--- src/design/uer_pkg.sv ---
// Shared types and constants of the echo ranger.
// No dependencies; the skid, core and checker import it, uer_out_if uses it.
package uer_pkg;

  localparam int unsigned CFG_W    = 24;  // period, gap and delay registers
  localparam int unsigned TRIG_W   = 8;   // trigger width register
  localparam int unsigned WIDTH_W  = 24;  // echo_width_us field
  localparam int unsigned DIST_W   = 22;  // obj_dist_mm field
  localparam int unsigned ADDR_W   = 4;   // four word-aligned registers
  localparam int unsigned DATA_W   = 32;

  // distance = width*10/58 = width*5/29, kept as running quotient/remainder
  localparam int unsigned DIST_NUM = 5;
  localparam int unsigned DIST_DEN = 29;
  localparam int unsigned REM_W    = 5;   // remainder stays below DIST_DEN

  localparam logic [CFG_W-1:0]  PERIOD_RST = CFG_W'(60000);
  localparam logic [CFG_W-1:0]  GAP_RST    = CFG_W'(1000);
  localparam logic [TRIG_W-1:0] TRIGW_RST  = TRIG_W'(10);
  localparam logic [CFG_W-1:0]  FIRST_RST  = CFG_W'(1000);

  typedef enum logic [1:0] {
    CFG_PERIOD = 2'd0,
    CFG_GAP    = 2'd1,
    CFG_TRIGW  = 2'd2,
    CFG_FIRST  = 2'd3
  } cfg_idx_e;

  typedef struct packed {
    logic               trigger_level;
    logic               result_valid;
    logic [WIDTH_W-1:0] echo_width_us;
    logic [DIST_W-1:0]  obj_dist_mm;
  } result_t;

endpackage

--- src/design/uer_in_if.sv ---
// Input channel of the echo ranger: one sampled echo level per word.
// Depends on nothing.
interface uer_in_if;
  logic valid;
  logic ready;
  logic echo_level;

  modport source (output valid, output echo_level, input ready);
  modport sink   (input valid, input echo_level, output ready);
endinterface

--- src/design/uer_out_if.sv ---
// Result channel of the echo ranger.
// Depends on uer_pkg for the field widths.
interface uer_out_if;
  logic                       valid;
  logic                       ready;
  logic                       trigger_level;
  logic                       result_valid;
  logic [uer_pkg::WIDTH_W-1:0] echo_width_us;
  logic [uer_pkg::DIST_W-1:0]  obj_dist_mm;

  modport source (output valid, output trigger_level, output result_valid,
                  output echo_width_us, output obj_dist_mm, input ready);
  modport sink   (input valid, input trigger_level, input result_valid,
                  input echo_width_us, input obj_dist_mm, output ready);
endinterface

--- src/design/uer_skid.sv ---
// Output register plus skid stage for result words.
// Depends on uer_pkg for result_t.
module uer_skid (
  input  logic             clk_i,
  input  logic             rst_ni,
  input  logic             in_valid_i,
  output logic             in_ready_o,
  input  uer_pkg::result_t in_data_i,
  output logic             out_valid_o,
  input  logic             out_ready_i,
  output uer_pkg::result_t out_data_o
);
  import uer_pkg::*;

  logic    out_v_q, skid_v_q;
  result_t out_data_q, skid_data_q;
  logic    drain;

  assign drain       = !out_v_q || out_ready_i;
  assign in_ready_o  = !skid_v_q;
  assign out_valid_o = out_v_q;
  assign out_data_o  = out_data_q;

  always_ff @(posedge clk_i or negedge rst_ni) begin
    if (!rst_ni) begin
      out_v_q  <= 1'b0;
      skid_v_q <= 1'b0;
    end else if (drain) begin
      if (skid_v_q) begin
        out_v_q  <= 1'b1;
        skid_v_q <= 1'b0;
      end else begin
        out_v_q <= in_valid_i;
      end
    end else if (in_valid_i && !skid_v_q) begin
      skid_v_q <= 1'b1;
    end
  end

  always_ff @(posedge clk_i) begin
    if (drain) begin
      if (skid_v_q) begin
        out_data_q <= skid_data_q;
      end else if (in_valid_i) begin
        out_data_q <= in_data_i;
      end
    end else if (in_valid_i && !skid_v_q) begin
      skid_data_q <= in_data_i;
    end
  end

endmodule

--- src/design/ultrasonic_echo_ranger_core.sv ---
// Echo ranger top level: trigger sequencer, echo timer and APB registers.
// An accepted word is registered in the output register, or in the skid stage.
// Throughput: one word per cycle; the output register and a skid stage keep
// accepting while a single result waits, input ready drops only when both are full.
// Reset: asynchronous, active low; registers return to 60000/1000/10/1000 and the
// first trigger is due 1000 ticks after reset.
module ultrasonic_echo_ranger_core #(
  parameter int COUNT_WIDTH = 24
) (
  input  logic                        clk_i,
  input  logic                        rst_ni,
  uer_in_if.sink                      echo_if_i,
  uer_out_if.source                   result_if_o,
  input  logic                        psel,
  input  logic                        penable,
  input  logic                        pwrite,
  input  logic [uer_pkg::ADDR_W-1:0]  paddr,
  input  logic [uer_pkg::DATA_W-1:0]  pwdata,
  output logic [uer_pkg::DATA_W-1:0]  prdata,
  output logic                        pready
);
  import uer_pkg::*;

  // ---------------------------------------------------------------------------
  // Configuration registers. Only the register index bits of paddr decode.
  // ---------------------------------------------------------------------------
  logic [CFG_W-1:0]  period_q, gap_q, first_q;
  logic [TRIG_W-1:0] trigw_q;
  cfg_idx_e          cfg_idx;
  logic              cfg_wr;

  assign pready  = 1'b1;
  assign cfg_idx = cfg_idx_e'(paddr[ADDR_W-1:2]);
  assign cfg_wr  = psel && penable && pwrite;

  always_ff @(posedge clk_i or negedge rst_ni) begin
    if (!rst_ni) begin
      period_q <= PERIOD_RST;
      gap_q    <= GAP_RST;
      trigw_q  <= TRIGW_RST;
      first_q  <= FIRST_RST;
    end else if (cfg_wr) begin
      unique case (cfg_idx)
        CFG_PERIOD: period_q <= pwdata[CFG_W-1:0];
        CFG_GAP:    gap_q    <= pwdata[CFG_W-1:0];
        CFG_TRIGW:  trigw_q  <= pwdata[TRIG_W-1:0];
        CFG_FIRST:  first_q  <= pwdata[CFG_W-1:0];
        default:    ;
      endcase
    end
  end

  always_comb begin
    unique case (cfg_idx)
      CFG_PERIOD: prdata = DATA_W'(period_q);
      CFG_GAP:    prdata = DATA_W'(gap_q);
      CFG_TRIGW:  prdata = DATA_W'(trigw_q);
      CFG_FIRST:  prdata = DATA_W'(first_q);
      default:    prdata = '0;
    endcase
  end

  // ---------------------------------------------------------------------------
  // Ranging state. The distance of the running width is tracked as a quotient
  // and remainder of width*5/29, so a falling edge latches it with no divider.
  // The first-delay register only matters at reset, where it equals its reset
  // value, so the wait countdown resets straight to that constant.
  // ---------------------------------------------------------------------------
  logic                   echo_prev_q, echo_prev_d;
  logic [COUNT_WIDTH-1:0] wcnt_q, wcnt_d;
  logic [COUNT_WIDTH-1:0] dquo_q, dquo_d;
  logic [REM_W-1:0]       drem_q, drem_d;
  logic [COUNT_WIDTH-1:0] lw_q, lw_d;
  logic [COUNT_WIDTH-1:0] ld_q, ld_d;
  logic [CFG_W-1:0]       wait_q, wait_d;
  logic                   pend_q, pend_d;
  logic [TRIG_W-1:0]      pulse_q, pulse_d;

  logic                   accept;
  logic                   echo;
  logic                   trig;
  logic                   edge_flag;
  logic [REM_W:0]         rsum;
  logic [DATA_W-1:0]      wcnt_ext, period_ext, lw_ext, ld_ext;
  result_t                res;

  assign accept     = echo_if_i.valid && echo_if_i.ready;
  assign echo       = echo_if_i.echo_level;
  assign rsum       = {1'b0, drem_q} + (REM_W + 1)'(DIST_NUM);
  assign wcnt_ext   = DATA_W'(wcnt_q);
  assign period_ext = DATA_W'(period_q);

  always_comb begin
    echo_prev_d = echo;
    wcnt_d      = wcnt_q;
    dquo_d      = dquo_q;
    drem_d      = drem_q;
    lw_d        = lw_q;
    ld_d        = ld_q;
    wait_d      = wait_q;
    pend_d      = pend_q;
    pulse_d     = pulse_q;
    edge_flag   = 1'b0;
    trig        = (pulse_q != '0);

    // Trigger side: run down the pulse, then end a pending wait.
    if (pulse_q != '0) begin
      pulse_d = pulse_q - 1'b1;
    end
    if (pend_q) begin
      if (wait_q <= CFG_W'(1)) begin
        pend_d  = 1'b0;
        pulse_d = trigw_q;
      end else begin
        wait_d = wait_q - 1'b1;
      end
    end

    // Echo side: time the high phase, latch on the falling edge.
    priority if (echo && !echo_prev_q) begin
      wcnt_d = COUNT_WIDTH'(1);
      dquo_d = '0;
      drem_d = REM_W'(DIST_NUM);
    end else if (echo) begin
      if (!(&wcnt_q)) begin
        wcnt_d = wcnt_q + 1'b1;
        if (rsum >= (REM_W + 1)'(DIST_DEN)) begin
          drem_d = REM_W'(rsum - (REM_W + 1)'(DIST_DEN));
          dquo_d = dquo_q + 1'b1;
        end else begin
          drem_d = rsum[REM_W-1:0];
        end
      end
    end else if (echo_prev_q) begin
      lw_d      = wcnt_q;
      ld_d      = dquo_q;
      edge_flag = 1'b1;
      // A wait already under way keeps running untouched.
      if (!pend_d) begin
        if (wcnt_ext < period_ext) begin
          wait_d = period_q - wcnt_ext[CFG_W-1:0];
        end else begin
          wait_d = gap_q;
        end
        pend_d = 1'b1;
      end
    end else begin
      // echo idle low: hold
    end
  end

  always_ff @(posedge clk_i or negedge rst_ni) begin
    if (!rst_ni) begin
      echo_prev_q <= 1'b0;
      wcnt_q      <= '0;
      dquo_q      <= '0;
      drem_q      <= '0;
      lw_q        <= '0;
      ld_q        <= '0;
      wait_q      <= FIRST_RST;
      pend_q      <= 1'b1;
      pulse_q     <= '0;
    end else if (accept) begin
      echo_prev_q <= echo_prev_d;
      wcnt_q      <= wcnt_d;
      dquo_q      <= dquo_d;
      drem_q      <= drem_d;
      lw_q        <= lw_d;
      ld_q        <= ld_d;
      wait_q      <= wait_d;
      pend_q      <= pend_d;
      pulse_q     <= pulse_d;
    end
  end

  // Mask the latched values to the field widths of the result word.
  assign lw_ext = DATA_W'(lw_d);
  assign ld_ext = DATA_W'(ld_d);

  always_comb begin
    res.trigger_level = trig;
    res.result_valid  = edge_flag;
    res.echo_width_us = lw_ext[WIDTH_W-1:0];
    res.obj_dist_mm   = ld_ext[DIST_W-1:0];
  end

  // ---------------------------------------------------------------------------
  // Result register and skid stage.
  // ---------------------------------------------------------------------------
  result_t out_word;

  uer_skid u_skid (
    .clk_i       (clk_i),
    .rst_ni      (rst_ni),
    .in_valid_i  (echo_if_i.valid),
    .in_ready_o  (echo_if_i.ready),
    .in_data_i   (res),
    .out_valid_o (result_if_o.valid),
    .out_ready_i (result_if_o.ready),
    .out_data_o  (out_word)
  );

  assign result_if_o.trigger_level = out_word.trigger_level;
  assign result_if_o.result_valid  = out_word.result_valid;
  assign result_if_o.echo_width_us = out_word.echo_width_us;
  assign result_if_o.obj_dist_mm   = out_word.obj_dist_mm;

endmodule

--- src/flat_wrapper.sv ---
// flat-port wrapper written by rule: the top's interface ports become plain ports
module ultrasonic_echo_ranger_core_flat import uer_pkg::*;
#(
  parameter int COUNT_WIDTH = 24
)
  (clk_i, rst_ni, psel, penable, pwrite, paddr, pwdata, prdata, pready, echo_if_i_valid, echo_if_i_echo_level, echo_if_i_ready, result_if_o_valid, result_if_o_trigger_level, result_if_o_result_valid, result_if_o_echo_width_us, result_if_o_obj_dist_mm, result_if_o_ready);
  uer_in_if echo_if_i_i ();
  uer_out_if result_if_o_i ();
  input  logic clk_i;
  input  logic rst_ni;
  input  logic psel;
  input  logic penable;
  input  logic pwrite;
  input  logic [uer_pkg::ADDR_W-1:0] paddr;
  input  logic [uer_pkg::DATA_W-1:0] pwdata;
  output logic [uer_pkg::DATA_W-1:0] prdata;
  output logic pready;
  input wire logic [$bits(echo_if_i_i.valid)-1:0] echo_if_i_valid;
  input wire logic [$bits(echo_if_i_i.echo_level)-1:0] echo_if_i_echo_level;
  output wire logic [$bits(echo_if_i_i.ready)-1:0] echo_if_i_ready;
  output wire logic [$bits(result_if_o_i.valid)-1:0] result_if_o_valid;
  output wire logic [$bits(result_if_o_i.trigger_level)-1:0] result_if_o_trigger_level;
  output wire logic [$bits(result_if_o_i.result_valid)-1:0] result_if_o_result_valid;
  output wire logic [$bits(result_if_o_i.echo_width_us)-1:0] result_if_o_echo_width_us;
  output wire logic [$bits(result_if_o_i.obj_dist_mm)-1:0] result_if_o_obj_dist_mm;
  input wire logic [$bits(result_if_o_i.ready)-1:0] result_if_o_ready;
  assign echo_if_i_i.valid = echo_if_i_valid;
  assign echo_if_i_i.echo_level = echo_if_i_echo_level;
  assign echo_if_i_ready = echo_if_i_i.ready;
  assign result_if_o_valid = result_if_o_i.valid;
  assign result_if_o_trigger_level = result_if_o_i.trigger_level;
  assign result_if_o_result_valid = result_if_o_i.result_valid;
  assign result_if_o_echo_width_us = result_if_o_i.echo_width_us;
  assign result_if_o_obj_dist_mm = result_if_o_i.obj_dist_mm;
  assign result_if_o_i.ready = result_if_o_ready;
  ultrasonic_echo_ranger_core #(.COUNT_WIDTH(COUNT_WIDTH)) u_core (.clk_i(clk_i), .rst_ni(rst_ni), .echo_if_i(echo_if_i_i), .result_if_o(result_if_o_i), .psel(psel), .penable(penable), .pwrite(pwrite), .paddr(paddr), .pwdata(pwdata), .prdata(prdata), .pready(pready));
endmodule
--- config.mk ---
export PLATFORM = sky130hd
export DESIGN_NAME = ultrasonic_echo_ranger_core_flat
export DESIGN_NICKNAME = d
export VERILOG_FILES = /design/src/design/uer_pkg.sv /design/src/design/uer_in_if.sv /design/src/design/uer_out_if.sv /design/src/design/uer_skid.sv /design/src/design/ultrasonic_echo_ranger_core.sv /design/src/flat_wrapper.sv
export SDC_FILE = /design/constraint.sdc
export NUM_CORES = 1
export LEC_CHECK = 0
export BUFFER_PORTS_ARGS = -buffer_cell sky130_fd_sc_hd__buf_2
export CAP_MARGIN = 30
export CORE_MARGIN = 4
export CORE_UTILIZATION = 50
export DETAILED_ROUTE_END_ITERATION = 7
export PLACE_DENSITY_LB_ADDON = 0.25
export SLEW_MARGIN = 0
export SYNTH_ARGS = -nofsm -noshare
export SYNTH_HDL_FRONTEND = slang
export SYNTH_SLANG_ARGS = --single-unit
--- constraint.sdc ---
create_clock -name clk_i -period 4.5 [get_ports clk_i]
set_clock_uncertainty 0.2 [all_clocks]
set_input_delay 0.675 -clock clk_i [delete_from_list [all_inputs] [get_ports clk_i]]
set_output_delay 0.675 -clock clk_i [all_outputs]
set_load 0.1 [all_outputs]
==> flow_metrics.env <==
export IMPL_dieWidth_microns=187
export IMPL_die_area_sq_um=34800
export IMPL_power_per_cell_area_nw_per_um2=531
export IMPL_numCtsBuffers=35
export IMPL_wl_per_cell_microns=18.8
export IMPL_cts_tree="built"
export IMPL_io_pins=127
export IMPL_finalCriticalPeriod_ps=3830
export IMPL_cpLargestDelayFamily="simple AND/OR/NAND/NOR gates"
export IMPL_slowest_stage="nor4_1"
export IMPL_grt_pass1_wl_microns=61200
export IMPL_max_slew_margin_pct=36.0
export IMPL_ant_nets=0
export IMPL_hold_class="input pin to flip-flop"
export IMPL_setup_worst_path_start_class="flip-flop"
export IMPL_maxSlewViolCount=0
export IMPL_synthFlopType="dfrtp_1"
export IMPL_antenna_found_initial=0
export IMPL_vdd_drop_max_mv=0.355
export IMPL_yosysSeqAreaShare_pct=51.7
export IMPL_holdBufCountCts=0
export IMPL_hold_path_end="u_core.u_skid.out_valid_o$_DFFE_PN0N_"
export IMPL_grt_overflow_total=0
export IMPL_via_count=11700
export IMPL_hold_path_cell_count=3
export IMPL_place_congestion=0.911
export IMPL_arrival_ps=4050
export IMPL_start_util_pct=50.7
export IMPL_antenna_cells=0
export IMPL_clkTransAtPathRegs_ps=60
export IMPL_syn_area_sq_um=16000
export IMPL_r2r_end="u_core.wait_q[14]$_DFFE_PN0P_"
export IMPL_grt_max_degree=110
export IMPL_worst_pin_slew_ps=959
export IMPL_cap_violations=0
export IMPL_syn_area_per_cell_sq_um=10.9
export IMPL_cts_htree_levels=2
export IMPL_crit_chain="inv_1 > ha_1 > nand4_1 > or4_1 > nor4_1 > nor2_1 > buf_4 > mux2i_1 > a211oi_1"
export IMPL_core_area_sq_um=31500
export IMPL_final_layout_size_suffix_gt1_share_pct=27.0
export IMPL_cts_resized=0
export IMPL_cts_root_buf="clkbuf_16"
export IMPL_syn_to_final_growth_pct=14.0
export IMPL_worstSetupStartpoint="u_core.wcnt_q[17]$_DFFE_PN0P_"
export IMPL_die_y_microns=187
export IMPL_clk_latency_ps=520
export IMPL_outcome="completed"
export IMPL_ys_types=78
export IMPL_r2r_start="u_core.wcnt_q[17]$_DFFE_PN0P_"
export IMPL_hpwl_microns=26000
export IMPL_ys_ff_latch=309
export IMPL_wl_microns=37600
export IMPL_dr_pass1_iters=6
export IMPL_grtUsageTotal_pct=21.1
export IMPL_cts_sinks=309
export IMPL_synth_cells=1458
export IMPL_crit_fanout=12
export IMPL_tns_ps=0
export IMPL_instances_no_fill=1993
export IMPL_cts_setup_buffers=0
export IMPL_via_per_inst=5.85
export IMPL_first_iter_violations=949
export IMPL_critical_path_class="flip-flop to flip-flop"
export IMPL_slowest_delay_ps=770
export IMPL_rr_worst_depth=9
export IMPL_synth_warnings=0
export IMPL_port_buffers=107
export IMPL_hold_viol=0
export IMPL_grt_setup_unrepaired="no"
export IMPL_first_global_vias=11500
export IMPL_period_share_pct=85.1
export IMPL_crit_required_ps=4720
export IMPL_rows=65
export IMPL_p_leak_nw=7.77
export IMPL_drc_errors=0
export IMPL_synth_edf_count=96
export IMPL_end_kind="flip-flop"
export IMPL_dpl_cell_count=1927
export IMPL_min_delay_start="echo_if_i_valid"
export IMPL_layout_nets=1642
export IMPL_critPathBufInv=2
export IMPL_p_total_w=0.00965
export IMPL_max_freq_ghz=0.261
export IMPL_setup_viol=0
export IMPL_cts_buffer_depth=3
export IMPL_async_flop_share_pct=68.9
export IMPL_r2r_slack_ps=670
==> cells in the final DEF (no fill, tap or decap), types with 26 or more instances in the layout <==
cell type | netlist | routed
ha_1 | 33 | 33
nand2_1 | 176 | 176
nand3_1 | 49 | 49
xnor2_1 | 26 | 26
o21ai_0 | 90 | 74
a21oi_1 | 73 | 73
inv_1 | 53 | 52
dfstp_2 | 28 | 28
buf_2 | 5 | 107
edfxtp_1 | 96 | 96
dfrtp_1 | 185 | 185
clkbuf_16 | 0 | 36
xor2_1 | 27 | 27
nor2_1 | 89 | 86
mux2i_1 | 27 | 27
mux2_2 | 173 | 173
==> tightest hold or removal path: stages <==
cell     delay (ps)
buf_2           110
nor2_1           60
nand2_1          60
==> Yosys cell counts, drive strengths merged (16+ instances only) <==
cell type,number,area (sq um)
buf,21,126
nor2,90,340
nand4,24,150
xnor2,26,228
nand3,49,245
nor3,21,110
and3,16,100
a21oi,75,390
mux2,173,1950
ha,33,413
o21ai,92,460
clkbuf,54,203
nand2,177,667
xor2,27,236
mux2i,27,270
dfrtp,185,4630
dfstp,28,736
edfxtp,96,2880
inv,53,199
==> worst max path at each step <==
| stage | endpoint | slack, ps | cells after the start |
|---|---|---|---|
| 6_report | u_core.wait_q[14]$_DFFE_PN0P_ | 670 | 9 |
| 5_1_grt | u_core.wait_q[13]$_DFFE_PN0P_ | 500 | 9 |
| 4_1_cts | u_core.wait_q[13]$_DFFE_PN0P_ | 690 | 9 |
| 3_5_place_dp | u_core.wait_q[13]$_DFFE_PN0P_ | 740 | 9 |
| 3_3_place_gp | u_core.wait_q[13]$_DFFE_PN0P_ | 780 | 9 |
| 2_1_floorplan | prdata[13] | 60 | 5 |
==> through the flow <==
stage	worst slack [ps]	utilization, %	cell area [sq um]	hold slack, ps
5_1_grt	499	57.8	18200	213
2_1_floorplan	60.6	-	16000	179
3_3_place_gp	780	53.8	16900	266
3_5_place_dp	740	53.9	17000	277
6_report	671	57.8	18200	214
4_1_cts	688	57.6	18100	119
==> cells by family (layout without fill, tap and decap cells) <==
group                      Yosys count  in the layout  synth area share [%]
DFF                                309            309                  51.7
other                                2              9                0.0471
AOI/OAI and AO/OA                  282            282                  11.3
muxes                              208            208                  15.0
adders and majority gates           34             34                  2.71
xor gates and xnor gates            53             53                  2.91
and+or+nand+nor                    442            442                  13.0
buffers and inverters              128            254                  3.31
==> state kept, by name, summed over array words and instances (netlist names), 5 cells and up <==
name / count
u_core.u_skid.out_data_o: 48
u_core.u_skid.skid_data_q: 48
u_core.ld_q: 22
u_core.wait_q: 24
u_core.period_q: 24
u_core.lw_q: 24
u_core.trigw_q: 8
u_core.gap_q: 24
u_core.pulse_q: 8
u_core.dquo_q: 22
u_core.wcnt_q: 24
u_core.first_q: 24
u_core.drem_q: 5
==> area by class of cell <==
cell class | instances | area [sq um]
Multi-Input combinational cell | 1028 | 7230
Timing Repair Buffer | 137 | 826
Fill cell | 2636 | 13300
Clock buffer | 50 | 993
Inverter | 53 | 199
Sequential cell | 309 | 8250
Tap cell | 402 | 503
Clock inverter | 14 | 183
==> power by group <==
group | leakage, nW | switching [W] | total (W) | internal (W)
Clock | 0.579 | 0.00114 | 0.00292 | 0.00177
Combinational | 3.59 | 0.00200 | 0.00299 | 0.000983
Sequential | 3.60 | 0.000363 | 0.00375 | 0.00339
==> per-layer routing <==
metal | vias up | GRT usage [%] | wire length (microns)
met4 | 0 | 6.06 | 952
met1 | 5796 | 29.0 | 17000
li1 | 5504 | - | -
met5 | - | 0 | 0
met3 | 68 | 3.29 | 1700
met2 | 282 | 34.9 | 17900
Note: power is estimated with default switching activity, not from simulation.
